## src/rtl/exh_pkg.sv

```systemverilog
// Shared types and constants for the exceedance histogram.
// Used by exh_cell, exh_limits, the top level and the testbench; no dependencies.
package exh_pkg;

    localparam int DATA_W   = 32;   // Q23.8 sample and limit width
    localparam int RANGE_W  = 23;
    localparam int FRAC_W   = 8;
    localparam int STEP_W   = RANGE_W + FRAC_W;
    localparam int BINCNT_W = 7;
    localparam int IDX_W    = 6;
    localparam int OUT_W    = 32;
    localparam int ACC_W    = STEP_W + IDX_W;
    localparam int SUM_W    = ACC_W + 2;
    localparam int DIVCNT_W = 5;

    localparam logic [BINCNT_W-1:0] BINS_MIN      = 7'd3;
    localparam logic [BINCNT_W-1:0] BIN_COUNT_RST = 7'd16;
    localparam logic [DATA_W-1:0]   LIMIT_LOWEST  = 32'h8000_0000;
    localparam logic [DATA_W-1:0]   LIMIT_HIGHEST = 32'h7FFF_FFFF;

    typedef enum logic [1:0] {
        REG_MIN   = 2'd0,
        REG_MAX   = 2'd1,
        REG_RANGE = 2'd2,
        REG_BINS  = 2'd3
    } t_cfg_idx;

    typedef enum logic [1:0] {
        ST_RUN,
        ST_DRAIN,
        ST_UNLOAD
    } t_state;

    typedef enum logic [1:0] {
        LS_START,
        LS_DIV,
        LS_WALK,
        LS_IDLE
    } t_lstate;

    typedef struct packed {
        logic              valid;
        logic [DATA_W-1:0] sample;
        logic              nodata;
        logic              last;
    } t_item;

    typedef struct packed {
        logic              we;
        logic [IDX_W-1:0]  idx;
        logic [DATA_W-1:0] data;
    } t_lim_wr;

endpackage

```

## src/rtl/exh_cell.sv

```systemverilog
// One histogram cell: holds one bin limit and its count, passes the sample on.
// Depends on exh_pkg.
module exh_cell #(
    parameter int COUNT_WIDTH = 32
) (
    input  logic                          i_clk,
    input  logic                          i_rst_n,
    input  logic [exh_pkg::IDX_W-1:0]     i_index,
    input  logic [exh_pkg::BINCNT_W-1:0]  i_bins,
    input  exh_pkg::t_lim_wr              i_lim,
    input  exh_pkg::t_item                i_item,
    output exh_pkg::t_item                o_item,
    input  logic                          i_shift,
    input  logic                          i_clear,
    input  logic [COUNT_WIDTH-1:0]        i_cnt_next,
    output logic [COUNT_WIDTH-1:0]        o_cnt
);

    exh_pkg::t_item                r_item;
    logic [exh_pkg::DATA_W-1:0]    r_limit;
    logic [COUNT_WIDTH-1:0]        r_cnt;
    logic                          w_en;
    logic                          w_hit;

    assign w_en  = ({1'b0, i_index} < i_bins);
    assign w_hit = i_item.valid && w_en &&
                   ((i_index == '0) ||
                    (!i_item.nodata && ($signed(i_item.sample) >= $signed(r_limit))));

    always_ff @(posedge i_clk) begin
        if (!i_rst_n) begin
            r_item <= '0;
        end else begin
            r_item <= i_item;
        end
    end

    always_ff @(posedge i_clk) begin
        if (i_lim.we && (i_lim.idx == i_index)) begin
            r_limit <= i_lim.data;
        end
    end

    always_ff @(posedge i_clk) begin
        if (!i_rst_n || i_clear) begin
            r_cnt <= '0;
        end else if (i_shift) begin
            r_cnt <= i_cnt_next;
        end else if (w_hit && (r_cnt != '1)) begin
            r_cnt <= r_cnt + 1'b1;
        end
    end

    assign o_item = r_item;
    assign o_cnt  = r_cnt;

endmodule

```

## src/rtl/exh_limits.sv

```systemverilog
// Configuration registers and bin limit builder (serial divider, then a walk over bins).
// Depends on exh_pkg.
module exh_limits #(
    parameter int MAX_BINS = 16
) (
    input  logic                          i_clk,
    input  logic                          i_rst_n,
    input  logic                          i_cfg_we,
    input  logic [1:0]                    i_cfg_index,
    input  logic [31:0]                   i_cfg_data,
    output logic [exh_pkg::BINCNT_W-1:0]  o_bins,
    output exh_pkg::t_lim_wr              o_lim,
    output logic                          o_busy
);

    exh_pkg::t_lstate                 r_lstate, n_lstate;
    logic [exh_pkg::DATA_W-1:0]       r_min;
    logic [exh_pkg::DATA_W-1:0]       r_max;
    logic [exh_pkg::RANGE_W-1:0]      r_range;
    logic [exh_pkg::BINCNT_W-1:0]     r_bin_count;
    logic [exh_pkg::STEP_W-1:0]       r_dvd;
    logic [exh_pkg::BINCNT_W-1:0]     r_rem;
    logic [exh_pkg::DIVCNT_W-1:0]     r_dcnt;
    logic [exh_pkg::IDX_W-1:0]        r_k;
    logic [exh_pkg::ACC_W-1:0]        r_acc;
    logic [exh_pkg::BINCNT_W-1:0]     w_bins;
    logic [exh_pkg::BINCNT_W:0]       w_rem_sh;
    logic                             w_qbit;
    logic [exh_pkg::SUM_W-1:0]        w_sum;
    logic [exh_pkg::DATA_W-1:0]       w_mid;
    logic [exh_pkg::DATA_W-1:0]       w_lim;
    logic [exh_pkg::BINCNT_W-1:0]     w_k_ext;

    always_comb begin
        if (r_bin_count < exh_pkg::BINS_MIN) begin
            w_bins = exh_pkg::BINS_MIN;
        end else if (r_bin_count > exh_pkg::BINCNT_W'(MAX_BINS)) begin
            w_bins = exh_pkg::BINCNT_W'(MAX_BINS);
        end else begin
            w_bins = r_bin_count;
        end
    end
    assign o_bins = w_bins;

    // restoring divider step
    assign w_rem_sh = {r_rem, r_dvd[exh_pkg::STEP_W-1]};
    assign w_qbit   = (w_rem_sh >= {1'b0, w_bins});

    // min + k*step, saturated
    assign w_sum = exh_pkg::SUM_W'($signed(r_min)) + {2'b00, r_acc};
    always_comb begin
        if (!w_sum[exh_pkg::SUM_W-1] && (|w_sum[exh_pkg::SUM_W-2:exh_pkg::DATA_W-1])) begin
            w_mid = exh_pkg::LIMIT_HIGHEST;
        end else if (w_sum[exh_pkg::SUM_W-1] && !(&w_sum[exh_pkg::SUM_W-2:exh_pkg::DATA_W-1])) begin
            w_mid = exh_pkg::LIMIT_LOWEST;
        end else begin
            w_mid = w_sum[exh_pkg::DATA_W-1:0];
        end
    end

    assign w_k_ext = {1'b0, r_k};
    always_comb begin
        if (w_k_ext == (w_bins - 1'b1)) begin
            w_lim = r_max;
        end else if (r_k == exh_pkg::IDX_W'(1)) begin
            w_lim = r_min;
        end else if ((r_k == '0) || (w_k_ext >= w_bins)) begin
            w_lim = exh_pkg::LIMIT_LOWEST;
        end else begin
            w_lim = w_mid;
        end
    end

    always_comb begin
        n_lstate   = r_lstate;
        o_lim.we   = 1'b0;
        o_lim.idx  = r_k;
        o_lim.data = w_lim;
        case (r_lstate)
            exh_pkg::LS_START: n_lstate = exh_pkg::LS_DIV;
            exh_pkg::LS_DIV: begin
                if (r_dcnt == exh_pkg::DIVCNT_W'(exh_pkg::STEP_W - 1)) begin
                    n_lstate = exh_pkg::LS_WALK;
                end
            end
            exh_pkg::LS_WALK: begin
                o_lim.we = 1'b1;
                if (r_k == exh_pkg::IDX_W'(MAX_BINS - 1)) begin
                    n_lstate = exh_pkg::LS_IDLE;
                end
            end
            exh_pkg::LS_IDLE: n_lstate = exh_pkg::LS_IDLE;
            default:          n_lstate = exh_pkg::LS_START;
        endcase
        if (i_cfg_we) begin
            n_lstate = exh_pkg::LS_START;
        end
    end

    assign o_busy = (r_lstate != exh_pkg::LS_IDLE);

    always_ff @(posedge i_clk) begin
        if (!i_rst_n) begin
            r_lstate <= exh_pkg::LS_START;
        end else begin
            r_lstate <= n_lstate;
        end
    end

    always_ff @(posedge i_clk) begin
        if (!i_rst_n) begin
            r_min       <= '0;
            r_max       <= '0;
            r_range     <= '0;
            r_bin_count <= exh_pkg::BIN_COUNT_RST;
        end else if (i_cfg_we) begin
            case (exh_pkg::t_cfg_idx'(i_cfg_index))
                exh_pkg::REG_MIN:   r_min       <= i_cfg_data;
                exh_pkg::REG_MAX:   r_max       <= i_cfg_data;
                exh_pkg::REG_RANGE: r_range     <= i_cfg_data[exh_pkg::RANGE_W-1:0];
                exh_pkg::REG_BINS:  r_bin_count <= i_cfg_data[exh_pkg::BINCNT_W-1:0];
                default:            r_min       <= r_min;
            endcase
        end
    end

    always_ff @(posedge i_clk) begin
        case (r_lstate)
            exh_pkg::LS_START: begin
                r_dvd  <= {r_range, {exh_pkg::FRAC_W{1'b0}}};
                r_rem  <= '0;
                r_dcnt <= '0;
                r_k    <= '0;
                r_acc  <= '0;
            end
            exh_pkg::LS_DIV: begin
                r_dvd  <= {r_dvd[exh_pkg::STEP_W-2:0], w_qbit};
                r_rem  <= w_qbit ? exh_pkg::BINCNT_W'(w_rem_sh - {1'b0, w_bins})
                                 : w_rem_sh[exh_pkg::BINCNT_W-1:0];
                r_dcnt <= r_dcnt + 1'b1;
            end
            exh_pkg::LS_WALK: begin
                r_k   <= r_k + 1'b1;
                r_acc <= r_acc + exh_pkg::ACC_W'(r_dvd);
            end
            default: r_k <= r_k;
        endcase
    end

endmodule

```

## src/rtl/exceedance_histogram.sv

```systemverilog
// Top level of the exceedance histogram: stream ports, control and the row of cells.
// Depends on exh_pkg, exh_cell, exh_limits.
//
// Usage: samples arrive on the s_axis channel (tdata = sample, tuser = no-data flag,
// tlast = final sample of a data set). Each of MAX_BINS cells holds one bin limit and
// count; a sample moves one cell per cycle down the row, so samples are taken one
// per cycle while a data set streams in.
// After a request with tlast, input stalls while that sample walks the row,
// then the n bin counts leave on m_axis, one per cycle while m_axis is ready, in bin
// order (tdata = bin index, count; tlast on the final bin). Counts are cleared after
// the final bin and input reopens the cycle after.
// A stall on m_axis holds the current bin; nothing is lost.
// Configuration requests are taken at any time; each one rebuilds the bin limits:
// a set-up state, serial division for the step, then a walk that loads the cells.
// Input is held off during the rebuild. Reset clears all counts and runs the same
// rebuild with the reset register values.
module exceedance_histogram #(
    parameter int MAX_BINS    = 16,
    parameter int COUNT_WIDTH = 32
) (
    input  logic        i_clk,
    input  logic        i_rst_n,
    input  logic        i_s_axis_tvalid,
    output logic        o_s_axis_tready,
    input  logic [31:0] i_s_axis_tdata,   // [31:0] sample
    input  logic        i_s_axis_tuser,   // [0] is_nodata
    input  logic        i_s_axis_tlast,
    output logic        o_m_axis_tvalid,
    input  logic        i_m_axis_tready,
    output logic [39:0] o_m_axis_tdata,   // [5:0] bin_index, [37:6] exceed_count, [39:38] zero
    output logic        o_m_axis_tlast,
    input  logic        i_cfg_valid,
    output logic        o_cfg_ready,
    input  logic [1:0]  i_cfg_index,
    input  logic [31:0] i_cfg_data
);

    exh_pkg::t_state                 r_state, n_state;
    logic [exh_pkg::IDX_W-1:0]       r_out_idx;
    logic [exh_pkg::BINCNT_W-1:0]    w_bins;
    exh_pkg::t_lim_wr                w_lim;
    logic                            w_busy;
    exh_pkg::t_item                  w_item [0:MAX_BINS];
    logic [COUNT_WIDTH-1:0]          w_cnt  [0:MAX_BINS];
    logic [exh_pkg::OUT_W-1:0]       w_out_cnt;
    logic                            w_in_req;
    logic                            w_out_req;
    logic                            w_out_last;
    logic                            w_shift;
    logic                            w_clear;

    assign o_cfg_ready = 1'b1;

    exh_limits #(
        .MAX_BINS (MAX_BINS)
    ) u_limits (
        .i_clk       (i_clk),
        .i_rst_n     (i_rst_n),
        .i_cfg_we    (i_cfg_valid),
        .i_cfg_index (i_cfg_index),
        .i_cfg_data  (i_cfg_data),
        .o_bins      (w_bins),
        .o_lim       (w_lim),
        .o_busy      (w_busy)
    );

    assign o_s_axis_tready = (r_state == exh_pkg::ST_RUN) && !w_busy;
    assign w_in_req        = i_s_axis_tvalid && o_s_axis_tready;

    assign w_item[0].valid  = w_in_req;
    assign w_item[0].sample = i_s_axis_tdata;
    assign w_item[0].nodata = i_s_axis_tuser;
    assign w_item[0].last   = i_s_axis_tlast;
    assign w_cnt[MAX_BINS]  = '0;

    for (genvar g = 0; g < MAX_BINS; g++) begin : g_cell
        exh_cell #(
            .COUNT_WIDTH (COUNT_WIDTH)
        ) u_cell (
            .i_clk      (i_clk),
            .i_rst_n    (i_rst_n),
            .i_index    (exh_pkg::IDX_W'(g)),
            .i_bins     (w_bins),
            .i_lim      (w_lim),
            .i_item     (w_item[g]),
            .o_item     (w_item[g+1]),
            .i_shift    (w_shift),
            .i_clear    (w_clear),
            .i_cnt_next (w_cnt[g+1]),
            .o_cnt      (w_cnt[g])
        );
    end

    if (COUNT_WIDTH > exh_pkg::OUT_W) begin : g_sat
        assign w_out_cnt = (|w_cnt[0][COUNT_WIDTH-1:exh_pkg::OUT_W]) ? '1
                                                                      : w_cnt[0][exh_pkg::OUT_W-1:0];
    end else begin : g_ext
        assign w_out_cnt = exh_pkg::OUT_W'(w_cnt[0]);
    end

    assign w_out_last      = ({1'b0, r_out_idx} == (w_bins - 1'b1));
    assign o_m_axis_tdata  = {2'b00, w_out_cnt, r_out_idx};
    assign o_m_axis_tlast  = w_out_last;
    assign w_out_req       = o_m_axis_tvalid && i_m_axis_tready;

    always_comb begin
        n_state         = r_state;
        o_m_axis_tvalid = 1'b0;
        w_shift         = 1'b0;
        w_clear         = 1'b0;
        case (r_state)
            exh_pkg::ST_RUN: begin
                if (w_in_req && i_s_axis_tlast) begin
                    n_state = exh_pkg::ST_DRAIN;
                end
            end
            exh_pkg::ST_DRAIN: begin
                if (w_item[MAX_BINS].valid && w_item[MAX_BINS].last) begin
                    n_state = exh_pkg::ST_UNLOAD;
                end
            end
            exh_pkg::ST_UNLOAD: begin
                o_m_axis_tvalid = 1'b1;
                if (i_m_axis_tready) begin
                    w_shift = 1'b1;
                    if (w_out_last) begin
                        w_clear = 1'b1;
                        n_state = exh_pkg::ST_RUN;
                    end
                end
            end
            default: n_state = exh_pkg::ST_RUN;
        endcase
    end

    always_ff @(posedge i_clk) begin
        if (!i_rst_n) begin
            r_state   <= exh_pkg::ST_RUN;
            r_out_idx <= '0;
        end else begin
            r_state <= n_state;
            if (w_out_req) begin
                r_out_idx <= w_out_last ? '0 : r_out_idx + 1'b1;
            end
        end
    end

endmodule

```

## config.mk

```make
export PLATFORM = sky130hd
export DESIGN_NAME = exceedance_histogram
export DESIGN_NICKNAME = d
export VERILOG_FILES = /design/src/rtl/exh_pkg.sv /design/src/rtl/exh_cell.sv /design/src/rtl/exh_limits.sv /design/src/rtl/exceedance_histogram.sv
export SDC_FILE = /design/constraint.sdc
export NUM_CORES = 2
export LEC_CHECK = 0
export ABC_AREA = 1
export BUFFER_PORTS_ARGS = -buffer_cell sky130_fd_sc_hd__buf_2
export CAP_MARGIN = 20
export CORE_ASPECT_RATIO = 1.25
export CORE_MARGIN = 4
export CORE_UTILIZATION = 45
export DETAILED_ROUTE_END_ITERATION = 7
export PLACE_DENSITY_LB_ADDON = 0.15
export SYNTH_ARGS = -nofsm -noshare
export SYNTH_HDL_FRONTEND = slang
export SYNTH_SLANG_ARGS = --single-unit
```

## constraint.sdc

```tcl
create_clock -name i_clk -period 5.2 [get_ports i_clk]
set_input_delay 0.52 -clock i_clk [delete_from_list [all_inputs] [get_ports i_clk]]
set_output_delay 0.52 -clock i_clk [all_outputs]
set_load 0.02 [all_outputs]
```

; ---- After elaboration in Yosys (flattened, before gate mapping)
; Cells that the tools add are included.
[word_totals]
register_bits = 1709
inputBits = 73
output_inout_bits = 44
elab_cells = 408
[op_classes]
n_addsub = 23
order_cmp = 35
eq_ne = 49
n_mux = 59
n_bitwise = 1
reduce_logical = 136
[ops]
columns = op, n
row1 = 2-to-1 mux 32 bit, 35
row2 = "adder 32 x 1 -> 32 bit, second input constant", 16
row3 = "inequality test 32 bit, second input constant", 16
row4 = >= comparator 32 bit, 15
row5 = logical AND 1 bit, 84
row6 = case mux 37 bit (2 select lines), 1
row7 = case mux 31 bit (2 select lines), 1
row8 = "< comparator 4 x 7 -> 1 bit, first input constant", 8
row9 = "equality test 6 x 4 -> 1 bit, second input constant", 8
row10 = adder 32 x 38 -> 39 bit, 1
row11 = adder 37 x 31 -> 37 bit, 1
row12 = nonzero test 2 bit, 17
row13 = "< comparator 3 x 7 -> 1 bit, first input constant", 4
row14 = "equality test 6 x 3 -> 1 bit, second input constant", 4
row15 = 2-to-1 mux 7 bit, 3
row16 = zero test 1 bit, 19
row17 = equality test 6 x 7 -> 1 bit, 2
row18 = "< comparator 1 x 7 -> 1 bit, first input constant", 2
row19 = "< comparator 2 x 7 -> 1 bit, first input constant", 2
row20 = case mux 7 bit (2 select lines), 1
row21 = "adder 6 x 1 -> 6 bit, second input constant", 2
row22 = "equality test 6 x 2 -> 1 bit, second input constant", 2
row23 = 2-to-1 mux 2 bit, 6
row24 = case mux 6 bit (2 select lines), 1
row25 = other kinds (27), 52

; ---- Depth between registers and ports, before layout
[logic_depth]
depth_word = 10
mapped_depth = 24
mapped_depth_nobuf = 22

; ---- Hierarchy
; From an unflattened synthesis, not the netlist that was laid out.
[unflattened]
cells_unflattened = 13104
area_unflattened_um2 = 98152.9
[modules_own_cells]
columns = mod, instances, cells_each, area_each_um2, seq_area_each_um2
row1 = exh_cell (g_cell[0].u_cell ...), 15, 693, 5271.3, 2302.2
row2 = exh_limits, 1, 1888, 12973.7, 4504.3
row3 = exh_cell (g_cell[2].u_cell), 1, 691, 5370.2, 2302.2
row4 = exceedance_histogram, 1, 130, 739.5, 160.2

; ---- Worst setup path after synthesis
; OpenSTA, ideal clock, no wires.
[synth_timing]
path_kind = flip-flop to flip-flop
from = reg u_limits.r_lstate[1]
to = reg g_cell[15].u_cell.r_limit[0] (netlist name) (enable)
setup_time_ns = 0.461
t_arrival_ns = 3.664
required_ns = 4.739
setup_slack_ns = 1.075
path_stages_with_launch = 6
n_path_buf = 1
period_less_slack_ns = 4.125
cell_sequence = dfxtp_1 inv_1 nor2_1 inv_1 clkbuf_1 nor3_1
[synth_via]
elab_chain_len = 3
[synth_lines]
columns = element, line_no
row1 = from (decl), exh_limits.sv:16  ; exh_pkg::t_lstate r_lstate, n_lstate;
row2 = from (signal assigned), exh_limits.sv:104  ; r_lstate <= exh_pkg::LS_START;
row3 = from (signal assigned), exh_limits.sv:106  ; r_lstate <= n_lstate;
row4 = equality test 2 bit, exh_limits.sv:79  ; case (r_lstate)
row5 = 2-to-1 mux 1 bit, exh_limits.sv:79
row6 = logical AND 1 bit, exh_cell.sv:39  ; if (i_lim.we && (i_lim.idx == i_index)) begin
row7 = to (signal assigned), exh_cell.sv:40  ; r_limit <= i_lim.data;
row8 = to (decl), exh_cell.sv:20  ; logic [exh_pkg::DATA_W-1:0] r_limit;
; No other way between the ends.
; A chain may end at the register's enable or synchronous reset.

==> summary.txt <==
WP buf/inv: 1
Synthesis-to-layout area growth: 10.9%
Router iterations before antenna repair: 6
Crit path capture type: flop
Critical setup path kind: flop to flop
WP depth: 15
Num CTS Buffers: 180
Starting Density: 0.452
Number of synthesized flops with an enable pin: 566
Worst setup startpoint: u_limits.r_acc[16]$_SDFFCE_PN0P_
CTS root buf: clkbuf_16
Mux cell area share after synthesis: 0.00156
P_leak: 0.0455 uW
Via-per-instance ratio: 5.10
Global-route usage over all layers: 0.237
Net Sw Frac: 0.243
Seq/Total Area, Yosys: 0.443
Iter 0 DRT Violations: 5049
Fin crit share: 0.823
Clk_lat worst skew: 840 ps
Post-DP Area: 93000 sq um
Port Buf Inserts: 113
Run status: finished clean
Synth area leader: dfxtp_1
Synth Cell Area: 90000 sq um
Antenna violation net count after detailed routing: 0
Dominant synthesized flop cell: dfxtp_1
Combinational Power Share: 0.058
Global-route wire length before repair: 398000 um
RSZ-0062 raised after global routing: false
Count of pins over their slew limit: 0
Fillcell total: 19.3k
Clock power frac: 0.453
Initial antenna violation count: 5
Startpoint type of the worst setup path: flop
Setup_tns: 0 ps
Top cells by area, synth: dfxtp_1 (25%), edfxtp_1 (19%), nand2_1 (12%)
H-tree depth: 4
Synth top cells by count: nand2_1 (2792), inv_1 (1810), dfxtp_1 (1143)
Die Span Y: 508 um
R2R cell count: 15
CTS tree: done
Crit-path slowest cell: a21oi_2
Worst-path clk slew: 60 ps
Syn. warnings: 0
Max-slew headroom: 0.261
Tmin final: 4280 ps
Cell row count: 183
Die Span X: 408 um
Average size of a mapped cell: 7.72 sq um
Largest net degree at the start of global routing: 176
Slowest stage delay, CP: 730 ps
Drt drc: 0
XOR/XNOR share of the synthesized area: 0.0469
CTS Buffer Depth: 3
Synth Area in Adders: 0.0823
Synth Area in Compound Gates: 0.0889
Avg WL per Cell: 17.4 um
Internal: 22100 uW
Setup slack, reg-to-reg: 920 ps
Synth top area share: 0.254
Final net count: 12.4k
Max VDD drop: 361 uV
Area of the core: 199000 sq um
Mapped Cells: 11.7k
MaxCap Viol Count: 0
WP data arrival: 4780 ps
PwrDens: 292 nW/um^2
Layout cells sized above 1: 0.0608
Worst-path cell chain: ha_1, nand2_1, nor2_1, nand2_1, clkinv_1, nand3_1, nand3_1, nand2_1, nand3_1, nand3_1, nor2_1, nand2_1, nand2_1, nand3_1, a21oi_2
Crit Path Max Fanout: 21
Final setup viols: 0
Most frequent cell after synthesis: nand2_1
Crit path capture: g_cell[11].u_cell.r_limit[6]$_DFFE_PP_
Synth Register Bits: 1709
Critical Path RT: 5700 ps
Measured slew at the worst slew-check pin: 1100 ps
Cell family with most CP delay: simple AND/OR/NAND/NOR gates
Post-synth cell types: 68
Design area: 99700 sq um
Reg2reg end: g_cell[11].u_cell.r_limit[6]$_DFFE_PP_
Total global routing overflow: 0
Ys async rst share: 0
Max Freq: 0.234 GHz
CTS Sinks: 1709
Reg power frac: 0.489
Number of gates resized after CTS: 0
Net switching power: 7070 uW
Hold Crit Class: input pin to flop
Vias in the first global route: 72.6k
Io pins: 117
Final Hold Vio Count: 0
Vias: 73.8k
HPWL Detailed: 182000 um
Final wirelength: 252000 um
GP Congestion: 0.896
Worst Clk Skew: 45.1 ps
Die ar.: 207000 sq um
Main combinational cell family by area after synthesis: simple AND/OR/NAND/NOR gates
Reg2Reg Launch Point: u_limits.r_acc[16]$_SDFFCE_PN0P_
Post-synthesis simple-gate area fraction: 0.238
==> metrics by stage <==
step | setup WS, ps | util | std cells | hold WS (ps) | power (uW)
after CTS | 853 | 0.501 | 14500 | 12.8 | 29400
final | 918 | 0.501 | 14500 | 73.3 | 29100
after detailed placement | 1000 | 0.468 | 14100 | 401 | 16200
after floorplan | 1080 | - | 11700 | 390 | 15300
after global routing | 542 | 0.501 | 14500 | 51.1 | 30100
after global placement | 953 | 0.467 | 14100 | 398 | 16200
==> worst register-to-register path, stage by stage, from the launching register on <==
cell and delay [ps]:
edfxtp_1 480, ha_1 420, nand2_1 130, nor2_1 350, nand2_1 110, clkinv_1 70
nand3_1 70, nand3_1 230, nand2_1 150, nand3_1 90, nand3_1 80, nor2_1 100
nand2_1 140, nand2_1 590, nand3_1 190, a21oi_2 730
==> power groups by stage <==
stage | registers [uW] | logic (uW) | clock network, uW
2_1_floorplan | 14500 | 832 | 0
3_3_place_gp | 14500 | 1640 | 0
6_report | 14200 | 1680 | 13200
3_5_place_dp | 14500 | 1650 | 0
5_1_grt | 14200 | 1830 | 14000
4_1_cts | 14200 | 1700 | 13500
==> per-layer routing <==
layer,track usage,share of wire,vias to the layer above
met5,0,0,-
met4,0.0673,0.028,0
met3,0.0281,0.040,377
met2,0.418,0.48,1449
met1,0.307,0.45,34600
li1,-,-,37400
==> area by class of cell <==
type,instances,area (sq um),share of cell area
Antenna cell,2,5.00,0.0000502
Clock buffer,263,5180,0.0520
Clock inverter,71,863,0.00866
Inverter,1838,6910,0.0693
Multi-Input combinational cell,7702,41500,0.416
Sequential cell,1709,39900,0.400
Tap cell,2590,3240,0.0325
Timing Repair Buffer,287,2190,0.0220
==> kinds of logic after synthesis <==
kind of cell             after synthesis
XOR/XNOR                             482
AND/OR/NAND/NOR                     5092
AO/OA/AOI/OAI                       1518
adder cells (fa/ha/maj)              590
flip-flops                          1709
multiplexers                          14
other                                  2
buffers and inverters               2248
==> worst min path at each step <==
| stage | from | endpoint | slack (ps) | cells past startpoint |
|---|---|---|---|---|
| finish | i_cfg_data[1] | u_limits.r_min[1]$_SDFFE_PN0P_ | 70 | 3 |
| global route | i_cfg_data[0] | u_limits.r_min[0]$_SDFFE_PN0P_ | 50 | 3 |
| CTS | i_cfg_data[1] | u_limits.r_min[1]$_SDFFE_PN0P_ | 10 | 3 |
| detailed placement | g_cell[12].u_cell.o_item[0]$_SDFF_PN0_ | g_cell[13].u_cell.o_item[0]$_SDFF_PN0_ | 400 | 2 |
| global placement | g_cell[13].u_cell.o_item[0]$_SDFF_PN0_ | g_cell[14].u_cell.o_item[0]$_SDFF_PN0_ | 400 | 2 |
| floorplan | g_cell[9].u_cell.o_item[0]$_SDFF_PN0_ | g_cell[10].u_cell.o_item[0]$_SDFF_PN0_ | 390 | 2 |
==> registers in the layout, indices dropped and copies added, names as in the netlist, 5 cells and up <==
signal / cells
g_cell.u_cell.o_cnt: 512
u_limits.r_bin_count: 7
u_limits.r_dvd: 31
u_limits.r_k: 6
u_limits.r_dcnt: 5
g_cell.u_cell.r_limit: 480
u_limits.r_range: 23
g_cell.u_cell.o_item: 527
u_limits.r_max: 32
u_limits.r_min: 32
r_out_idx: 6
u_limits.r_acc: 37
u_limits.r_rem: 7
==> cells in the final DEF, fill, tap and decap left out, drive strengths merged, types with 168 or more instances in the layout <==
cell       n
buf      226
clkbuf   263
nor2    1159
a21oi    771
ha       587
o21ai    577
nor3     233
xor2     414
edfxtp   566
dfxtp   1143
nand3    598
inv     1839
nand2   2815
nand4    168
==> repair_timing <==
action / CTS / global route
setup buffers: 0 / 0
hold buffers: 61 / 0
hold endpoints to repair: 98 / 0
No activity file was read; power rests on OpenSTA's default activity.
